### src/hw/rtl/shortest_job_first_scheduler_defines.svh
// Assertion helpers for the scheduler
`ifndef SHORTEST_JOB_FIRST_SCHEDULER_DEFINES_SVH
`define SHORTEST_JOB_FIRST_SCHEDULER_DEFINES_SVH

// assert that a implies b at the same edge
`define SJF_ASSERT_IMPL(label, clk, rst_n, a, b, msg) \
    label: assert property (@(posedge clk) disable iff (!rst_n) (a) |-> (b)) \
        else $error(msg);

// assert that a implies b at the next edge
`define SJF_ASSERT_NEXT(label, clk, rst_n, a, b, msg) \
    label: assert property (@(posedge clk) disable iff (!rst_n) (a) |=> (b)) \
        else $error(msg);

`endif

### src/hw/rtl/sjf_pkg.sv
// ----------------------------------------------------------------------------
// sjf_pkg
// Types and codes shared by the scheduler modules.
// ----------------------------------------------------------------------------
`timescale 1ns / 1ps
package sjf_pkg;
    typedef enum logic [1:0] {
        CMD_INSERT   = 2'd0,
        CMD_DISPATCH = 2'd1,
        CMD_REINSERT = 2'd2,
        CMD_NONE     = 2'd3
    } t_cmd;

    typedef enum logic [2:0] {
        KIND_INSERTED   = 3'd0,
        KIND_FINISHED   = 3'd1,
        KIND_BLOCKED    = 3'd2,
        KIND_REINSERTED = 3'd3,
        KIND_EMPTY      = 3'd4,
        KIND_READY_FULL = 3'd5,
        KIND_BLOCK_LOST = 3'd6
    } t_kind;

    typedef struct packed {
        t_cmd       cmd;
        logic [3:0] burst;
        logic       block_req;
    } t_job;

    typedef enum logic [3:0] {
        ST_IDLE,
        ST_DECIDE,
        ST_SCAN_RD,
        ST_SCAN,
        ST_PICK,
        ST_SHIFT_RD,
        ST_SHIFT_WR,
        ST_APPEND,
        ST_DONE
    } t_state;
endpackage

### src/hw/rtl/sjf_ram.sv
// ----------------------------------------------------------------------------
// sjf_ram
// Single-port-write, single-port-read RAM with registered read data.
// ----------------------------------------------------------------------------
`timescale 1ns / 1ps
module sjf_ram #(
    parameter int WIDTH = 20,
    parameter int DEPTH = 16
) (
    input  logic                     i_clk,
    input  logic                     i_we,
    input  logic [$clog2(DEPTH)-1:0] i_waddr,
    input  logic [WIDTH-1:0]         i_wdata,
    input  logic [$clog2(DEPTH)-1:0] i_raddr,
    output logic [WIDTH-1:0]         o_rdata
);
    logic [WIDTH-1:0] r_mem [DEPTH];

    always_ff @(posedge i_clk) begin
        if (i_we) begin
            r_mem[i_waddr] <= i_wdata;
        end
        o_rdata <= r_mem[i_raddr];
    end
endmodule

### src/hw/rtl/sjf_front.sv
// ----------------------------------------------------------------------------
// sjf_front
// Takes commands, drops unused codes and holds a two-word command queue.
// ----------------------------------------------------------------------------
`timescale 1ns / 1ps
module sjf_front import sjf_pkg::*; (
    input  logic i_clk,
    input  logic i_rst_n,
    input  logic i_start,
    input  t_job i_job,
    output logic o_busy,
    output logic o_empty,
    output t_job o_job,
    input  logic i_pop
);
    t_job       r_q [2];
    logic       r_rd_ptr, r_wr_ptr;
    logic [1:0] r_cnt;
    logic       push;

    assign o_busy  = (r_cnt == 2'd2);
    assign push    = i_start && !o_busy && (i_job.cmd != CMD_NONE);
    assign o_empty = (r_cnt == 2'd0);
    assign o_job   = r_q[r_rd_ptr];

    always_ff @(posedge i_clk) begin
        if (push) begin
            r_q[r_wr_ptr] <= i_job;
        end
        if (!i_rst_n) begin
            r_rd_ptr <= 1'b0;
            r_wr_ptr <= 1'b0;
            r_cnt    <= 2'd0;
        end else begin
            if (push) begin
                r_wr_ptr <= ~r_wr_ptr;
            end
            if (i_pop) begin
                r_rd_ptr <= ~r_rd_ptr;
            end
            r_cnt <= r_cnt + 2'(push) - 2'(i_pop);
        end
    end
endmodule

### src/hw/rtl/sjf_back.sv
// ----------------------------------------------------------------------------
// sjf_back
// Runs one command, issuing one result: insert appends to ready; dispatch or
// reinsert finds the shortest, closes the gap, may move it to the other table.
// ----------------------------------------------------------------------------
`timescale 1ns / 1ps
module sjf_back import sjf_pkg::*; #(
    parameter int QUEUE_DEPTH = 16,
    parameter int ID_BITS     = 16
) (
    input  logic        i_clk,
    input  logic        i_rst_n,
    input  logic [3:0]  i_slice,
    input  logic        i_have,
    input  t_job        i_job,
    output logic        o_pop,
    output logic        o_valid,
    output t_kind       o_kind,
    output logic [15:0] o_id,
    output logic [3:0]  o_time
);
    localparam int AW = $clog2(QUEUE_DEPTH);
    localparam int CW = $clog2(QUEUE_DEPTH + 1);
    localparam int DW = ID_BITS + 4;

    t_state r_st, n_st;
    t_job   r_job;
    logic [CW-1:0] r_rcnt, r_bcnt;
    logic [ID_BITS-1:0] r_next_id;
    logic [CW-1:0] r_i;              // scan / shift index
    logic [AW-1:0] r_best;
    logic [3:0]    r_btime;
    logic [ID_BITS-1:0] r_bid;
    logic          r_src;            // 0 ready, 1 blocked table scanned
    t_kind         r_kind;
    logic [3:0]    r_time;

    // ram ports
    logic          r_we, b_we;
    logic [AW-1:0] r_wa, b_wa, ra;
    logic [DW-1:0] r_wd, b_wd, r_rd, b_rd, rd;

    sjf_ram #(.WIDTH(DW), .DEPTH(QUEUE_DEPTH)) u_ready (
        .i_clk(i_clk), .i_we(r_we), .i_waddr(r_wa), .i_wdata(r_wd),
        .i_raddr(ra), .o_rdata(r_rd));
    sjf_ram #(.WIDTH(DW), .DEPTH(QUEUE_DEPTH)) u_blocked (
        .i_clk(i_clk), .i_we(b_we), .i_waddr(b_wa), .i_wdata(b_wd),
        .i_raddr(ra), .o_rdata(b_rd));

    logic [CW-1:0] scnt;
    logic          rfull, bfull;
    logic          will_block;
    logic [3:0]    sub_time;

    assign rd         = r_src ? b_rd : r_rd;
    assign scnt       = r_src ? r_bcnt : r_rcnt;
    assign rfull      = (r_rcnt == CW'(QUEUE_DEPTH));
    assign bfull      = (r_bcnt == CW'(QUEUE_DEPTH));
    assign will_block = r_job.block_req && (r_btime > i_slice);
    assign sub_time   = r_btime - i_slice;
    assign ra         = r_i[AW-1:0];

    // next state
    always_comb begin
        n_st = r_st;
        unique case (r_st)
            ST_IDLE:   if (i_have) n_st = ST_DECIDE;
            ST_DECIDE: begin
                unique case (r_job.cmd)
                    CMD_INSERT:   n_st = rfull ? ST_DONE : ST_APPEND;
                    CMD_DISPATCH: n_st = (r_rcnt == '0) ? ST_DONE : ST_SCAN_RD;
                    CMD_REINSERT: n_st = (r_bcnt == '0) ? ST_DONE : ST_SCAN_RD;
                    default:      n_st = ST_DONE;
                endcase
            end
            ST_SCAN_RD: n_st = ST_SCAN;
            // rd holds entry r_i-1, so the last entry is seen at r_i == count
            ST_SCAN:    n_st = (r_i >= scnt) ? ST_PICK : ST_SCAN;
            ST_PICK: begin
                if (r_src && rfull) n_st = ST_DONE;
                else if (CW'(r_best) + 1'b1 < scnt) n_st = ST_SHIFT_RD;
                else n_st = ST_APPEND;
            end
            ST_SHIFT_RD: n_st = ST_SHIFT_WR;
            ST_SHIFT_WR: n_st = (r_i + 1'b1 >= scnt) ? ST_APPEND : ST_SHIFT_RD;
            ST_APPEND:   n_st = ST_DONE;
            ST_DONE:     n_st = ST_IDLE;
            default:     n_st = ST_IDLE;
        endcase
    end

    // outputs and datapath controls
    always_comb begin
        o_pop = (r_st == ST_IDLE) && i_have;
        r_we = 1'b0; b_we = 1'b0;
        r_wa = '0;   b_wa = '0;
        r_wd = '0;   b_wd = '0;
        o_valid = (r_st == ST_DONE);
        o_kind  = r_kind;
        o_id    = 16'(r_bid);
        o_time  = r_time;
        unique case (r_st)
            ST_SHIFT_WR: begin
                // entry r_i moves down to r_i-1
                r_we = !r_src; b_we = r_src;
                r_wa = AW'(r_i - 1'b1); b_wa = AW'(r_i - 1'b1);
                r_wd = rd; b_wd = rd;
            end
            ST_APPEND: begin
                if (r_job.cmd == CMD_INSERT || r_src) begin
                    r_we = 1'b1;
                    r_wa = r_rcnt[AW-1:0];
                    r_wd = {r_bid, r_time};
                end else if (r_kind == KIND_BLOCKED) begin
                    b_we = 1'b1;
                    b_wa = r_bcnt[AW-1:0];
                    b_wd = {r_bid, r_time};
                end
            end
            default: ;
        endcase
    end

    always_ff @(posedge i_clk) begin
        if (!i_rst_n) begin
            r_st      <= ST_IDLE;
            r_rcnt    <= '0;
            r_bcnt    <= '0;
            r_next_id <= ID_BITS'(1);
        end else begin
            r_st <= n_st;
            if (r_st == ST_APPEND) begin
                if (r_job.cmd == CMD_INSERT) begin
                    r_rcnt <= r_rcnt + 1'b1;
                    r_next_id <= (r_next_id == '1) ? ID_BITS'(1) : r_next_id + 1'b1;
                end else if (r_src) begin
                    r_rcnt <= r_rcnt + 1'b1;
                    r_bcnt <= r_bcnt - 1'b1;
                end else begin
                    r_rcnt <= r_rcnt - 1'b1;
                    if (r_kind == KIND_BLOCKED) r_bcnt <= r_bcnt + 1'b1;
                end
            end
        end
    end

    always_ff @(posedge i_clk) begin
        unique case (r_st)
            ST_IDLE: begin
                r_job <= i_job;
                r_src <= (i_job.cmd == CMD_REINSERT);
            end
            ST_DECIDE: begin
                r_i    <= '0;
                r_best <= '0;
                r_btime <= 4'hF;
                r_bid  <= '0;
                r_time <= '0;
                if (r_job.cmd == CMD_INSERT) begin
                    if (rfull) begin
                        r_kind <= KIND_READY_FULL;
                    end else begin
                        r_kind <= KIND_INSERTED;
                        r_bid  <= r_next_id;
                        r_time <= r_job.burst;
                    end
                end else begin
                    r_kind <= KIND_EMPTY;
                end
            end
            ST_SCAN_RD: r_i <= r_i + 1'b1;
            ST_SCAN: begin
                // rd holds entry r_i-1; strict < keeps earliest on ties
                if (r_i == CW'(1) || rd[3:0] < r_btime) begin
                    r_best  <= AW'(r_i - 1'b1);
                    r_btime <= rd[3:0];
                    r_bid   <= rd[DW-1:4];
                end
                r_i <= r_i + 1'b1;
            end
            ST_PICK: begin
                r_i <= CW'(r_best) + 1'b1;
                if (r_src) begin
                    r_kind <= rfull ? KIND_READY_FULL : KIND_REINSERTED;
                    r_time <= r_btime;
                end else if (will_block) begin
                    r_kind <= bfull ? KIND_BLOCK_LOST : KIND_BLOCKED;
                    r_time <= sub_time;
                end else begin
                    r_kind <= KIND_FINISHED;
                    r_time <= r_btime;
                end
            end
            ST_SHIFT_WR: r_i <= r_i + 1'b1;
            default: ;
        endcase
    end
endmodule

### src/hw/rtl/shortest_job_first_scheduler.sv
// ----------------------------------------------------------------------------
// shortest_job_first_scheduler
// Ready / blocked process tables with shortest-time dispatch.
// ----------------------------------------------------------------------------
// A dispatch or reinsert scans the N table entries one per cycle through the
// table RAM read port, then copies the M entries behind the chosen one down,
// each with a read state and a write state. Commands go into a two-word
// queue; busy is high only while it is full. Each result is shown for one
// cycle with o_valid and must be taken then: the receiver cannot stall.
// Unused code 3 is dropped.
`timescale 1ns / 1ps
`include "shortest_job_first_scheduler_defines.svh"
module shortest_job_first_scheduler import sjf_pkg::*; #(
    parameter int QUEUE_DEPTH = 16,
    parameter int ID_BITS     = 16
) (
    input  logic        i_clk,
    input  logic        i_rst_n,
    input  logic        start,
    output logic        busy,
    input  logic [1:0]  i_cmd,
    input  logic [3:0]  i_burst_time,
    input  logic        i_block_request,
    input  logic        i_slice_we,
    input  logic [3:0]  i_slice_wdata,
    output logic        o_valid,
    output logic [2:0]  o_result_kind,
    output logic [15:0] o_proc_id,
    output logic [3:0]  o_time_left
);
    logic [3:0] r_slice;
    t_job  in_job, q_job;
    logic  q_empty, pop;
    t_kind kind;

    always_ff @(posedge i_clk) begin
        if (!i_rst_n) begin
            r_slice <= 4'd2;
        end else if (i_slice_we) begin
            r_slice <= i_slice_wdata;
        end
    end

    assign in_job = '{cmd: t_cmd'(i_cmd), burst: i_burst_time, block_req: i_block_request};

    sjf_front u_front (
        .i_clk(i_clk), .i_rst_n(i_rst_n), .i_start(start), .i_job(in_job),
        .o_busy(busy), .o_empty(q_empty), .o_job(q_job), .i_pop(pop));

    sjf_back #(.QUEUE_DEPTH(QUEUE_DEPTH), .ID_BITS(ID_BITS)) u_back (
        .i_clk(i_clk), .i_rst_n(i_rst_n), .i_slice(r_slice),
        .i_have(!q_empty), .i_job(q_job), .o_pop(pop),
        .o_valid(o_valid), .o_kind(kind), .o_id(o_proc_id), .o_time(o_time_left));

    assign o_result_kind = kind;

    `SJF_ASSERT_NEXT(a_valid_one, i_clk, i_rst_n, o_valid, !o_valid, "result held twice")
    `SJF_ASSERT_IMPL(a_none_zero, i_clk, i_rst_n, o_valid && kind == KIND_EMPTY, o_proc_id == 16'd0 && o_time_left == 4'd0, "empty result carries data")
    `SJF_ASSERT_IMPL(a_ins_id, i_clk, i_rst_n, o_valid && kind == KIND_INSERTED, o_proc_id != 16'd0 || ID_BITS > 16, "inserted id zero")
endmodule

### config.mk
export PLATFORM = sky130hd
export DESIGN_NAME = shortest_job_first_scheduler
export DESIGN_NICKNAME = d
export VERILOG_FILES = /design/src/hw/rtl/sjf_pkg.sv /design/src/hw/rtl/sjf_ram.sv /design/src/hw/rtl/sjf_front.sv /design/src/hw/rtl/sjf_back.sv /design/src/hw/rtl/shortest_job_first_scheduler.sv
export VERILOG_INCLUDE_DIRS = /design/src /design/src/hw/rtl
export SDC_FILE = /design/constraint.sdc
export NUM_CORES = 1
export LEC_CHECK = 0
export BUFFER_PORTS_ARGS = -buffer_cell sky130_fd_sc_hd__buf_2
export CAP_MARGIN = 20
export CORE_MARGIN = 2
export CORE_UTILIZATION = 29
export CTS_BUF_LIST = sky130_fd_sc_hd__clkbuf_16
export CTS_CLUSTER_DIAMETER = 150
export CTS_CLUSTER_SIZE = 10
export DETAILED_ROUTE_END_ITERATION = 8
export GPL_ROUTABILITY_DRIVEN = 0
export SYNTH_ARGS = -nofsm -noshare
export SYNTH_HDL_FRONTEND = slang
export SYNTH_SLANG_ARGS = --single-unit
### constraint.sdc
create_clock -name i_clk -period 7.4 [get_ports i_clk]
set_input_delay 0.74 -clock i_clk [delete_from_list [all_inputs] [get_ports i_clk]]
set_output_delay 0.74 -clock i_clk [all_outputs]
set_load 0.01 [all_outputs]
# ---- After elaboration in Yosys (flattened, before gate mapping)
# Memories as Yosys holds them, arrays and structs flattened. A register that Yosys moved wholly into a read port is not among the register bits.
# Index checks and enable logic that the tools add are counted.
dict set report totals {
  reg_bits 82
  ram_bits 654
  inputBits 15
  out_inout_bits 25
  word_cells 144
  memories 3
}
# memory depth word_bits rd rd_ports_with_merged_regs wr line
set mem_list {}
lappend mem_list {u_back.u_blocked.r_mem 16 20 1 1 1 sjf_ram.sv:17} ;# logic [WIDTH-1:0] r_mem [DEPTH];
lappend mem_list {u_back.u_ready.r_mem 16 20 1 1 1 sjf_ram.sv:17}
lappend mem_list {u_front.r_q 2 7 1 1 1 sjf_front.sv:16} ;# t_job r_q [2];
dict set report classes {
  addsub 11
  magnitude_cmp 5
  n_eq_ne 20
  muxes 61
  n_bitwise 3
  n_reduce_logical 23
}
# op n
set ops {}
lappend ops {{$mux 20} 4}
lappend ops {{$pmux 20 s2} 2}
lappend ops {{$mux 16} 4}
lappend ops {{$mux 4} 14}
lappend ops {{$pmux 4 s2} 5}
lappend ops {{$pmux 16 s2} 1}
lappend ops {{$pmux 4 s8} 1}
lappend ops {{$mux 5} 5}
lappend ops {{$mux 3} 7}
lappend ops {{$add 16x1->16 const B} 1}
lappend ops {{$eq 16x16->1 const B} 1}
lappend ops {{$eq 4x3->1 const B} 4}
lappend ops {{$add 5x1->5 const B} 3}
lappend ops {{$pmux 5 s3} 1}
lappend ops {{$pmux 4 s3} 1}
lappend ops {{$mux 1} 11}
lappend ops {{$eq 5x5->1 const B} 2}
lappend ops {{$ge 5x5->1} 2}
lappend ops {{$logic_not 5->1} 2}
lappend ops {{$sub 5x1->5 const B} 2}
lappend ops {{$eq 4x2->1 const B} 2}
lappend ops {{$eq 2x2->1 const B} 3}
lappend ops {{$pmux 3 s2} 1}
lappend ops {{$reduce_bool 2->1} 3}
lappend ops {{other kinds (27)} 41}

# ---- Depth between registers and ports, before layout
# Gate-level depths: netlist (run 1).
dict set report logic_depth {
  word_depth 6
  depth_mapped 11
  mapped_depth_nobuf 9
}

# ---- By module
# From an unflattened synthesis (run 1), not the netlist that was laid out.
dict set report unflattened {
  hier_cells 1708
  hier_area_um2 31002.2
}
# module instances cells_per_inst area_per_inst_um2 seq_area_each_um2
set modules_own_cells {}
lappend modules_own_cells {sjf_ram 2 533 12530.8 10009.6}
lappend modules_own_cells {sjf_back 1 581 5034.8 1921.8}
lappend modules_own_cells {sjf_front 1 47 754.5 520.5}
lappend modules_own_cells {shortest_job_first_scheduler 1 14 151.4 80.1}

# ---- Worst setup path after synthesis (run 1)
# OpenSTA, ideal clock, no wires.
dict set report synth_timing {
  path_kind {register to register}
  startpoint {register u_back.r_src}
  endpoint {register u_back.r_bid[0], in the netlist u_back.o_id[0], enable pin}
  setup_time_ns 0.442
  arrival_time_ns 3.773
  t_required_ns 6.958
  setup_slack_ns 3.185
  path_stages_with_launch 10
  path_buffers 2
  synth_period_minus_slack_ns 4.215
  cell_sequence {edfxtp_1 > buf_2 > buf_1 > mux2i_1 > inv_1 > ha_1 > a21o_1 > a21oi_1 > nor2b_1 > o31ai_1}
}
dict set report synth_between {
  elab_chain_cells 5
}
# item line
set synth_lines {}
lappend synth_lines {{start: declaration} sjf_back.sv:34} ;# logic r_src;
lappend synth_lines {{start signal: assignment} sjf_back.sv:151} ;# r_src <= (i_job.cmd == CMD_REINSERT);
lappend synth_lines {{$mux 20} sjf_back.sv:55} ;# assign rd = r_src ? b_rd : r_rd;
lappend synth_lines {{net u_back.rd[1]} sjf_back.sv:41} ;# logic [DW-1:0] r_wd, b_wd, r_rd, b_rd, rd;
lappend synth_lines {{$lt 4x4->1} sjf_back.sv:174} ;# if (r_i == CW'(1) || rd[3:0] < r_btime) begin
lappend synth_lines {{$logic_or 1x1->1} sjf_back.sv:174}
lappend synth_lines {{$ne 2x1->1 (no source line)} n/a}
lappend synth_lines {{$reduce_and 2->1 (no source line)} n/a}
lappend synth_lines {{end signal: assignment} sjf_back.sv:164} ;# r_bid <= r_next_id;
lappend synth_lines {{end signal: assignment} sjf_back.sv:177} ;# r_bid <= rd[DW-1:4];
lappend synth_lines {{end: declaration} sjf_back.sv:33} ;# logic [ID_BITS-1:0] r_bid;
# The timed path passes the listed nets, and every way through them passes these cells.
# A chain may end at the register's enable or synchronous reset.

# ---- Final worst setup path (run 1)
dict set report layout_timing {
  startpoint {register u_back.r_st[1]}
  endpoint {memory u_back.u_ready.r_mem[14][9], enable pin}
}
dict set report layout_between {
  elab_chain_cells 4
  word_cells_on_any_way 6
  classes_between {2 x eq/ne; 4 x mux}
}
# item line
set layout_lines {}
lappend layout_lines {{start: declaration} sjf_back.sv:26} ;# t_state r_st, n_st;
lappend layout_lines {{start signal: assignment} sjf_back.sv:131} ;# r_st <= n_st;
lappend layout_lines {{$eq 4x3->1} sjf_back.sv:102} ;# unique case (r_st)
lappend layout_lines {{$pmux 1 s2} sjf_back.sv:102}
lappend layout_lines {{$mux 1} sjf_ram.sv:20} ;# if (i_we) begin
lappend layout_lines {{$mux 1 (not written as such)} sjf_ram.sv:21} ;# r_mem[i_waddr] <= i_wdata;
lappend layout_lines {{end: declaration} sjf_ram.sv:17}
# Parallel ways exist; a longest one is shown, timed or not.

==> flow_summary.ini, run 1 <==
[route]
routed_via_density = 4.987
met1Wirelength_um = 30790
route.met3.wl_um = 5462
first_pass_iters = 7
drt_iter0_markers = 1657
wire_per_inst_um = 22.96
vias = 16420
highest_layer = met4
wl_met2_um = 36580
detail-route-antenna-nets = 0
drc = 0
drt-total-wl_um = 75580

[timing]
hold_viol = 0
rsz0062_at_grt = false
worst_pin_slew_ns = 1.021
drv_slew = 0
fin_setup_tns_ns = 0
finalCriticalPeriod_ns = 3.768
fin_ws_ns = 3.632
fin_crit_sh_pct = 50.91
setup_viol = 0
max_slew_margin_pct = 31.94
max_freq_mhz = 265.4
skew_ns = 0.01895

[clock_tree]
cts_resized = 0
cts_tree = built
cts-root-buf = clkbuf_16
clkTransAtPathRegs_ns = 0.06
cts.sinks = 777
cts_buffer_depth = 3
htreeDepth = 3
numCtsBuffers = 87
hold_buffers = 0
clk-insertion-delay-late_ns = 0.63
postCtsSetupRepairBufs = 0

[worst_setup_path]
r2r-start = u_back.r_st[1]$_SDFFE_PN0P_
required_ns = 7.73
cp-start-kind = register
r2r_slack_ns = 3.63
r2r-end = u_back.u_ready.r_mem[14][9]$_DFFE_PP_
path_class = register to register
worstSetupStartpoint = u_back.r_st[1]$_SDFFE_PN0P_
worstRegToRegCells = 7
critPathArrivalTime_ns = 4.10
crit_fanout = 19
end_kind = register

[synthesis]
syn_inst = 1734
synthArstFlopShare_pct = 0
ys_warn_count = 0
syn-num-nets = 1783
seq_area_frac_synth_pct = 72.22
ys_ff_latch = 777
synthDominantCellAreaShare_pct = 67.15
yosys-top-cells-count = 698 x edfxtp_1, 162 x mux4_2, 88 x nor2_1
ys_dominant_reg_cell = edfxtp_1
ys_top_cells_by_area = edfxtp_1 67%, mux4_2 12%, dfxtp_1 5.1%, mux2i_1 2.0%, ha_1 1.3%
synth-edff-count = 698
ys_types = 55
syn_area_mm2 = 0.03121
synth.avg_cell_area_um2 = 18.00
post-synth-top-area-cell = edfxtp_1
synth.most_common_cell = edfxtp_1

[power]
p_switching_mw = 2.825
comb_power_share_pct = 15.1
clkPwrFrac_pct = 36.4
p_total_mw = 10.48
sw_frac_of_total_pct = 26.95
p_leak_nw = 10.14
p_per_area_mw_per_mm2 = 291.8
p_int_mw = 7.657
p_seq_share_pct = 48.5
irDropWorstVdd_mv = 0.2139

[worst_hold_path]
hold_path_end = u_front.r_q[1][0]$_DFFE_PP_
worstHoldPathCells = 1
min_from = i_block_request
hold_path_class = primary input to register

[floorplanning]
fp.dieH_um = 332.1
dieArea_mm2 = 0.1103
start_util_pct = 29.20
rows = 120
core_mm2 = 0.1069
die_x_um = 332.1
io_pins = 40

[placement]
numPortBuffers = 39
dp_cells = 3128
hpwl_um = 46820
place_ws_ns = 3.708

[global_route]
grt.total_usage_pct = 13.50
grt_pass1_vias = 16710
antenna_found_initial = 3
grt_pass1_wl_um = 111100
grt_max_degree = 129
overflow = 0

[final_layout]
area_growth_syn_to_layout_pct = 15.08
stdcell_count = 3292
drive_gt1_share_pct = 22.92
fin_util_pct = 33.60
final_nets = 1863
antenna_cells = 0

[run]
drv_cap = 0

[outcome]
status = complete, no violations
## layout by cell type, fill, tap and decap left out, types with 3 or more instances in the layout
cell and n:
o21a_1 4, nand2_1 75, nor3b_1 3, a21boi_0 4
buf_16 4, mux2i_1 62, mux4_2 162, dfxtp_1 79
and2_1 50, nor3_1 7, buf_8 5, xor2_1 12
inv_1 95, a211o_1 4, nor2_1 54, a21oi_1 66
buf_4 36, clkinv_8 3, nand3b_1 3, edfxtp_1 698
mux2_2 8, and3_1 7, o21ai_0 15, xnor2_1 20
nand2b_1 8, buf_2 39, a21o_1 13, a211oi_1 39
or3_1 5, nor2b_1 19, a31oi_1 11, nand3_1 20
ha_1 32, o22ai_1 21, a31o_2 40, nand4_1 9
clkbuf_16 88, nor2_2 33
## kinds of logic after synthesis
logic type / Yosys count / synth area share, %
simple gates: 307 / 4.914
mux: 232 / 13.97
fa+ha+maj: 34 / 1.411
buf+inv: 121 / 1.583
xor+xnor: 32 / 0.8979
flops: 777 / 72.22
compound gates: 231 / 5.011
## power by group through the flow
stage / registers [mW] / logic (mW) / clock network (mW)
after floorplan: 5.09 / 1.14 / 0
after global placement: 5.17 / 1.58 / 0
after detailed placement: 5.17 / 1.61 / 0
after CTS: 5.08 / 1.61 / 3.90
after global routing: 5.09 / 1.72 / 4.07
final: 5.08 / 1.58 / 3.82
## stage by stage
step	hold slack [ns]	instance area, µm²
final	0.3070	35920
after CTS	0.2714	35920
after global placement	0.5114	33180
after global routing	0.2920	35920
after detailed placement	0.5215	33370
after floorplan	0.4793	31210
## final cells by class
class / instances / area, µm²
multi-input combinational: 836 / 8282
fill: 10070 / 70980
inverter: 26 / 97.59
sequential: 777 / 22540
clock inverter: 76 / 350.3
tap: 1403 / 1755
timing repair buffer: 86 / 690.7
clock buffer: 88 / 2202
## how the worst max path moves through the flow
stage / end / slack, ns / depth (start not counted)
after detailed placement: u_back.u_ready.r_mem[14][15]$_DFFE_PP_ / 3.71 / 7
after CTS: u_back.u_ready.r_mem[14][15]$_DFFE_PP_ / 3.68 / 7
after floorplan: u_back.o_id[0]$_DFFE_PP_ / 3.18 / 9
final: u_back.u_ready.r_mem[14][9]$_DFFE_PP_ / 3.63 / 7
after global placement: u_back.u_ready.r_mem[14][2]$_DFFE_PP_ / 3.22 / 5
after global routing: u_back.u_ready.r_mem[14][9]$_DFFE_PP_ / 3.41 / 7
## per-layer routing
layer | global-route usage (%) | up-vias
li1 | - | 7104
met1 | 17.61 | 8573
met2 | 22.19 | 605
met3 | 2.400 | 135
met4 | 5.638 | 0
met5 | 0 | -
## flip-flops by register name, summed over array words and instances, names as in the netlist, 7 cells and up, named ones only
signal                    cells
u_front.r_q                  14
u_back.u_blocked.o_rdata     20
u_back.o_id                  16
u_back.u_ready.r_mem        320
u_back.u_ready.o_rdata       20
u_back.u_blocked.r_mem      320
u_back.r_next_id             16
u_back.r_job                  7
## critical path, cell delays in order, from the launching register on
cell and delay, ns:
dfxtp_1 0.59, nand4b_1 0.60, nor2_2 0.69, buf_8 0.25, a32o_1 0.15, o21ai_0 0.28
nor2_2 0.64, buf_8 0.25
Note: power is estimated with default switching activity, not from simulation.
==> run 2, diff against run 1 <==
ABC_AREA = 1   (was default)
clock period = 3.4 ns   (was 7.4 ns; I/O delays follow)
==> run 2 against run 1 <==
- non-clock buffer count rose by 91
- sequential power grew 120%
- synthesized cell count up 52%
- count of clock-buffer cells in the layout rose by 3
- routed wire length is 12% higher
- first-iteration DRC count is 38% higher
- combinational power rose to 4.9 times the previous value
- critical endpoint is now u_back.r_btime[1]$_SDFFCE_PN1P_
- largest power group unchanged
- highest routed layer unchanged
==> flow_summary.ini, run 2 <==
[synthesis]
syn_inst = 2638
ys_top_cells_by_area = edfxtp_1 66%, o21ai_0 7.1%, nor2_1 5.6%, dfxtp_1 5.0%, o22ai_1 3.8%
synth-edff-count = 698
yosys-top-cells-count = 698 x edfxtp_1, 470 x nor2_1, 445 x o21ai_0
synthArstFlopShare_pct = 0
synth.most_common_cell = edfxtp_1
ys_ff_latch = 777
syn-num-nets = 2687
synthDominantCellAreaShare_pct = 66.47
post-synth-top-area-cell = edfxtp_1
ys_warn_count = 0
ys_dominant_reg_cell = edfxtp_1
synth.avg_cell_area_um2 = 11.95
ys_types = 46
seq_area_frac_synth_pct = 71.48
syn_area_mm2 = 0.03154

[power]
p_leak_nw = 14.27
p_per_area_mw_per_mm2 = 750.6
p_total_mw = 27.52
irDropWorstVdd_mv = 0.8583

[floorplanning]
die_x_um = 333.8
start_util_pct = 29.33
fp.dieH_um = 333.8
dieArea_mm2 = 0.1114
core_mm2 = 0.1075
io_pins = 40
rows = 120

[outcome]
status = complete, no violations

[timing]
hold_viol = 0
rsz0062_at_grt = false
max_slew_margin_pct = 30.93
whs_ns = 0.06503
fin_crit_sh_pct = 82.14
drv_slew = 0
finalCriticalPeriod_ns = 2.793
max_freq_mhz = 358.1
setup_viol = 0
skew_ns = 0.01625
fin_ws_ns = 0.6072
worst_pin_slew_ns = 1.036

[global_route]
grt_pass1_wl_um = 126600
grt.total_usage_pct = 14.81
grt_pass1_vias = 20470
overflow = 0
antenna_found_initial = 1
grt_max_degree = 168

[route]
wire_per_inst_um = 20.01
wl_met2_um = 39010
routed_via_density = 4.992
drc = 0
vias = 21080
met1Wirelength_um = 36570
detail-route-antenna-nets = 0
highest_layer = met4
drt-total-wl_um = 84480
route.met3.wl_um = 6378
drt_iter0_markers = 2281
first_pass_iters = 5

[clock_tree]
clk-insertion-delay-late_ns = 0.63
postCtsSetupRepairBufs = 0
cts_tree = built
numCtsBuffers = 87
clkTransAtPathRegs_ns = 0.06
cts-root-buf = clkbuf_16
cts.sinks = 777
cts_buffer_depth = 3
htreeDepth = 3

[worst_setup_path]
path_class = register to register
crit_fanout = 20
cp-start-kind = register
end_kind = register
critPathArrivalTime_ns = 3.09
required_ns = 3.70

[placement]
numPortBuffers = 39
place_ws_ns = 0.6426
hpwl_um = 49460

[final_layout]
antenna_cells = 0
layout_commonest_cell = edfxtp_1
area_growth_syn_to_layout_pct = 16.27
final_nets = 2799
reg.largest.list = u_back.u_blocked.r_mem (320), u_back.u_ready.r_mem (320)
drive_gt1_share_pct = 11.42
layout_common_cells = 698 x edfxtp_1, 442 x nor2_1, 433 x o21ai_0
fillerInstances = 10560

[run]
drv_cap = 0

[worst_hold_path]
hold_path_class = primary input to register
==> run 2: cell count changes in the layout (fill, tap and decap cells not counted), moves of 33 or more <==
cell | before | now
o22ai_1 | 21 | 193
a31o_2 | 40 | 0
mux4_2 | 162 | 0
mux2i_1 | 62 | 0
buf_4 | 36 | 117
inv_1 | 95 | 178
a211oi_1 | 39 | 2
nand2_1 | 75 | 217
o21ai_0 | 15 | 433
and2_1 | 50 | 1
nor2_1 | 54 | 442
o21ai_1 | 0 | 33
==> run 2: final timing paths <==
path                                     end  cells past startpoint                           from  slack [ns]
min reg2reg                         register                      1  u_front.r_rd_ptr$_SDFFE_PN0P_        0.44
max reg2reg  u_back.r_btime[1]$_SDFFCE_PN1P_                     12         u_back.r_src$_DFFE_PP_        0.61
min                  r_slice[2]$_SDFFE_PN0P_                      3                     i_slice_we        0.07
max          u_back.r_btime[1]$_SDFFCE_PN1P_                     12         u_back.r_src$_DFFE_PP_        0.61
==> run 2: power by group <==
group	leakage [nW]	total [mW]	switching, mW	internal (mW)
clock network	1.48	8.38	3.61	4.78
registers	8.61	11.4	0.509	10.9
logic	4.19	7.76	5.33	2.43
==> run 2: layer usage <==
metal  track usage, %  vias to the layer above
met5                0                        -
met4            5.147                        0
met3            2.957                      131
met2            23.82                      800
met1            19.93                    10360
li1                 -                     9789
==> run 2: final cells by class <==
cell class              count  area (µm²)  share of cell area, %
flip-flops and latches    777       22540                  61.48
clock buffers              91        2277                  6.211
multi-input cells        1586        7990                  21.79
clock inverters            67       277.8                 0.7575
inverters                 121       470.5                  1.283
well taps                1403        1755                  4.788
repair buffers            177        1354                  3.692
==> run 2: what timing repair did <==
item | 4_1_cts | 5_1_grt
hold buffers | 14 | 0
gates resized for setup | 0 | 0
hold endpoints to repair | 18 | 0
==> run 2: worst max-delay path: stages, from the launching register on <==
cell and delay, ns:
edfxtp_1 0.51, inv_1 0.13, buf_4 0.21, or2_2 0.27, o21ai_0 0.13, inv_1 0.11, ha_1 0.30, nand3_1 0.09
nand2_1 0.06, o21ai_0 0.07, nand2_1 0.06, nand2_1 0.20, buf_4 0.33
==> run 2: cells by family after synthesis <==
kind of cell / count (synthesis) / share of synthesized area (%)
buffers and inverters: 275 / 3.468
flip-flops: 777 / 71.48
AO/OA/AOI/OAI: 759 / 13.22
XOR/XNOR: 17 / 0.4721
adder cells (fa/ha/maj): 34 / 1.397
AND/OR/NAND/NOR: 770 / 9.752
multiplexers: 6 / 0.2142
==> run 2: metrics by stage <==
stage | cells | cell area [µm²] | util [%] | TNS (ns)
2_1_floorplan | 2638 | 31540 | - | -21.30
3_3_place_gp | 4048 | 33960 | 31.59 | 0
3_5_place_dp | 4048 | 33960 | 31.59 | 0
4_1_cts | 4220 | 36650 | 34.09 | 0
5_1_grt | 4222 | 36670 | 34.11 | 0
6_report | 4222 | 36670 | 34.11 | 0
==> run 3, diff against run 2 <==
clock period = 2.3 ns   (was 3.4 ns; I/O delays follow)
==> run 3 against run 2 <==
- the run now ends with setup timing left
- cell area increased by 9.9%
- routed wire length increased by 17%
- combinational power increased by 78%
- clock power increased by 49%
- highest routed layer unchanged
==> flow_summary.ini, run 3 (synthesis gave the netlist of run 2 again) <==
[global_route]
grt_max_degree = 86
overflow = 0
grt_pass1_vias = 21860
antenna_found_initial = 1
grt_pass1_wl_um = 139300
grt.total_usage_pct = 16.53

[placement]
numPortBuffers = 39
postPlaceCellArea_mm2 = 0.03508
hpwl_um = 49620
place_ws_ns = -0.5560
dp_cells = 4114

[clock_tree]
clk-insertion-delay-late_ns = 0.65
cts_tree = built
cts.sinks = 777
cts-root-buf = clkbuf_16
htreeDepth = 3
numCtsBuffers = 87
clkTransAtPathRegs_ns = 0.06
cts_buffer_depth = 3

[route]
drt-total-wl_um = 98550
drc = 0
detail-route-antenna-nets = 0
wire_per_inst_um = 22.28
routed_via_density = 5.214
drt_iter0_markers = 2604
vias = 23070
first_pass_iters = 6

[worst_hold_path]
min_from = i_rst_n
worstHoldPathCells = 3
hold_path_class = primary input to register
hold_path_end = u_back.r_next_id[0]$_SDFFE_PN1P_

[final_layout]
multi_input_area_mm2 = 0.008742
fin_util_pct = 37.47
regArea_mm2 = 0.02255
layout_commonest_cell = edfxtp_1
reg.largest.list = u_back.u_blocked.r_mem (320), u_back.u_ready.r_mem (320)
postLayoutCellArea_mm2 = 0.04028
drive_gt1_share_pct = 19.73
antenna_cells = 0
fillerInstances = 10290
final_nets = 3008
area_growth_syn_to_layout_pct = 27.73
stdcell_count = 4424
layout_common_cells = 698 x edfxtp_1, 440 x nor2_1, 422 x o21ai_0

[worst_setup_path]
crit_fanout = 7
end_kind = register
r2r-end = u_back.u_blocked.r_mem[13][4]$_DFFE_PP_
required_ns = 2.66
worstRegToRegCells = 11
worstSetupStartpoint = u_back.r_src$_DFFE_PP_
critPathArrivalTime_ns = 2.84
cp-start-kind = register
r2r_slack_ns = -0.17
r2r-start = u_back.r_src$_DFFE_PP_
path_class = register to register

[floorplanning]
die_x_um = 333.8
rows = 120
core_mm2 = 0.1075
dieArea_mm2 = 0.1114
io_pins = 40
start_util_pct = 29.33
fp.dieH_um = 333.8

[timing]
drv_slew = 0
rsz0062_at_grt = true
skew_ns = 0.01991
finalCriticalPeriod_ns = 2.473
worst_pin_slew_ns = 1.088
hold_viol = 0
setup_viol = 376
max_freq_mhz = 404.4
fin_crit_sh_pct = 107.5
max_slew_margin_pct = 27.47
fin_ws_ns = -0.1726

[power]
sw_frac_of_total_pct = 34.94
p_total_mw = 43.17
p_leak_nw = 15.72
clkPwrFrac_pct = 29.0
p_seq_share_pct = 39.0
comb_power_share_pct = 32.0
p_switching_mw = 15.08
p_int_mw = 28.09
p_per_area_mw_per_mm2 = 1072
irDropWorstVdd_mv = 0.7706

[outcome]
status = finished with violations
failed_checks = setup timing

[run]
drv_cap = 0
==> run 3: per-layer routing <==
metal	up-vias	wire, µm	global-route usage (%)
li1	10230	-	-
met1	11520	39650	22.29
met2	1148	46880	26.68
met3	176	9200	2.818
met4	0	2824	6.191
met5	-	0	0
==> run 3: worst max-delay path by stage <==
stage | end | slack (ns) | depth (start not counted)
after detailed placement | u_back.u_blocked.o_rdata[16]$_DFF_P_ | -0.56 | 6
final | u_back.u_blocked.r_mem[13][4]$_DFFE_PP_ | -0.17 | 11
after CTS | u_back.u_ready.r_mem[13][4]$_DFFE_PP_ | -0.25 | 10
after global placement | u_back.r_st[1]$_SDFFE_PN0P_ | -0.62 | 14
after floorplan | u_back.u_blocked.r_mem[12][0]$_DFFE_PP_ | -0.23 | 10
after global routing | u_back.u_blocked.r_mem[13][12]$_DFFE_PP_ | -0.23 | 11
==> run 3: through the flow <==
stage               hold slack, ns  TNS, ns
floorplan                   0.3289   -86.57
global placement            0.4172  -102.26
detailed placement          0.4220  -115.13
CTS                        0.01009   -46.49
global route               0.04447   -56.61
finish                     0.03027   -24.45
==> run 3: power groups by stage <==
stage	registers, mW	logic (mW)	clock network [mW]
global route	16.8	15.1	13.2
finish	16.8	13.8	12.5
floorplan	16.6	8.08	0
detailed placement	17.1	11.7	0
global placement	17.1	11.6	0
CTS	16.8	12.7	12.6
==> run 3: area by class of cell <==
class / count / area share, %
clock inverters: 61 / 0.7300
repair buffers: 378 / 10.46
clock buffers: 90 / 5.591
multi-input cells: 1594 / 21.70
well taps: 1403 / 4.358
flip-flops and latches: 777 / 55.97
inverters: 121 / 1.187
==> run 3: what timing repair did <==
item                                    CTS  global route
hold endpoints to repair                 18             0
pin swaps                                36            37
cloned                                   22            19
endpoints found under the setup margin  692           820
resized for setup                        72           148
hold buffers                             19             0
setup buffers                            63            46
==> run 3: worst max-delay path: stages (launching register included) <==
cell	delay, ns
edfxtp_1	0.40
buf_6	0.16
buf_12	0.14
nor2_4	0.11
nand4_4	0.14
buf_6	0.17
o21ai_4	0.21
nand3_4	0.16
buf_6	0.16
nor3_4	0.19
buf_12	0.17
clkbuf_16	0.17
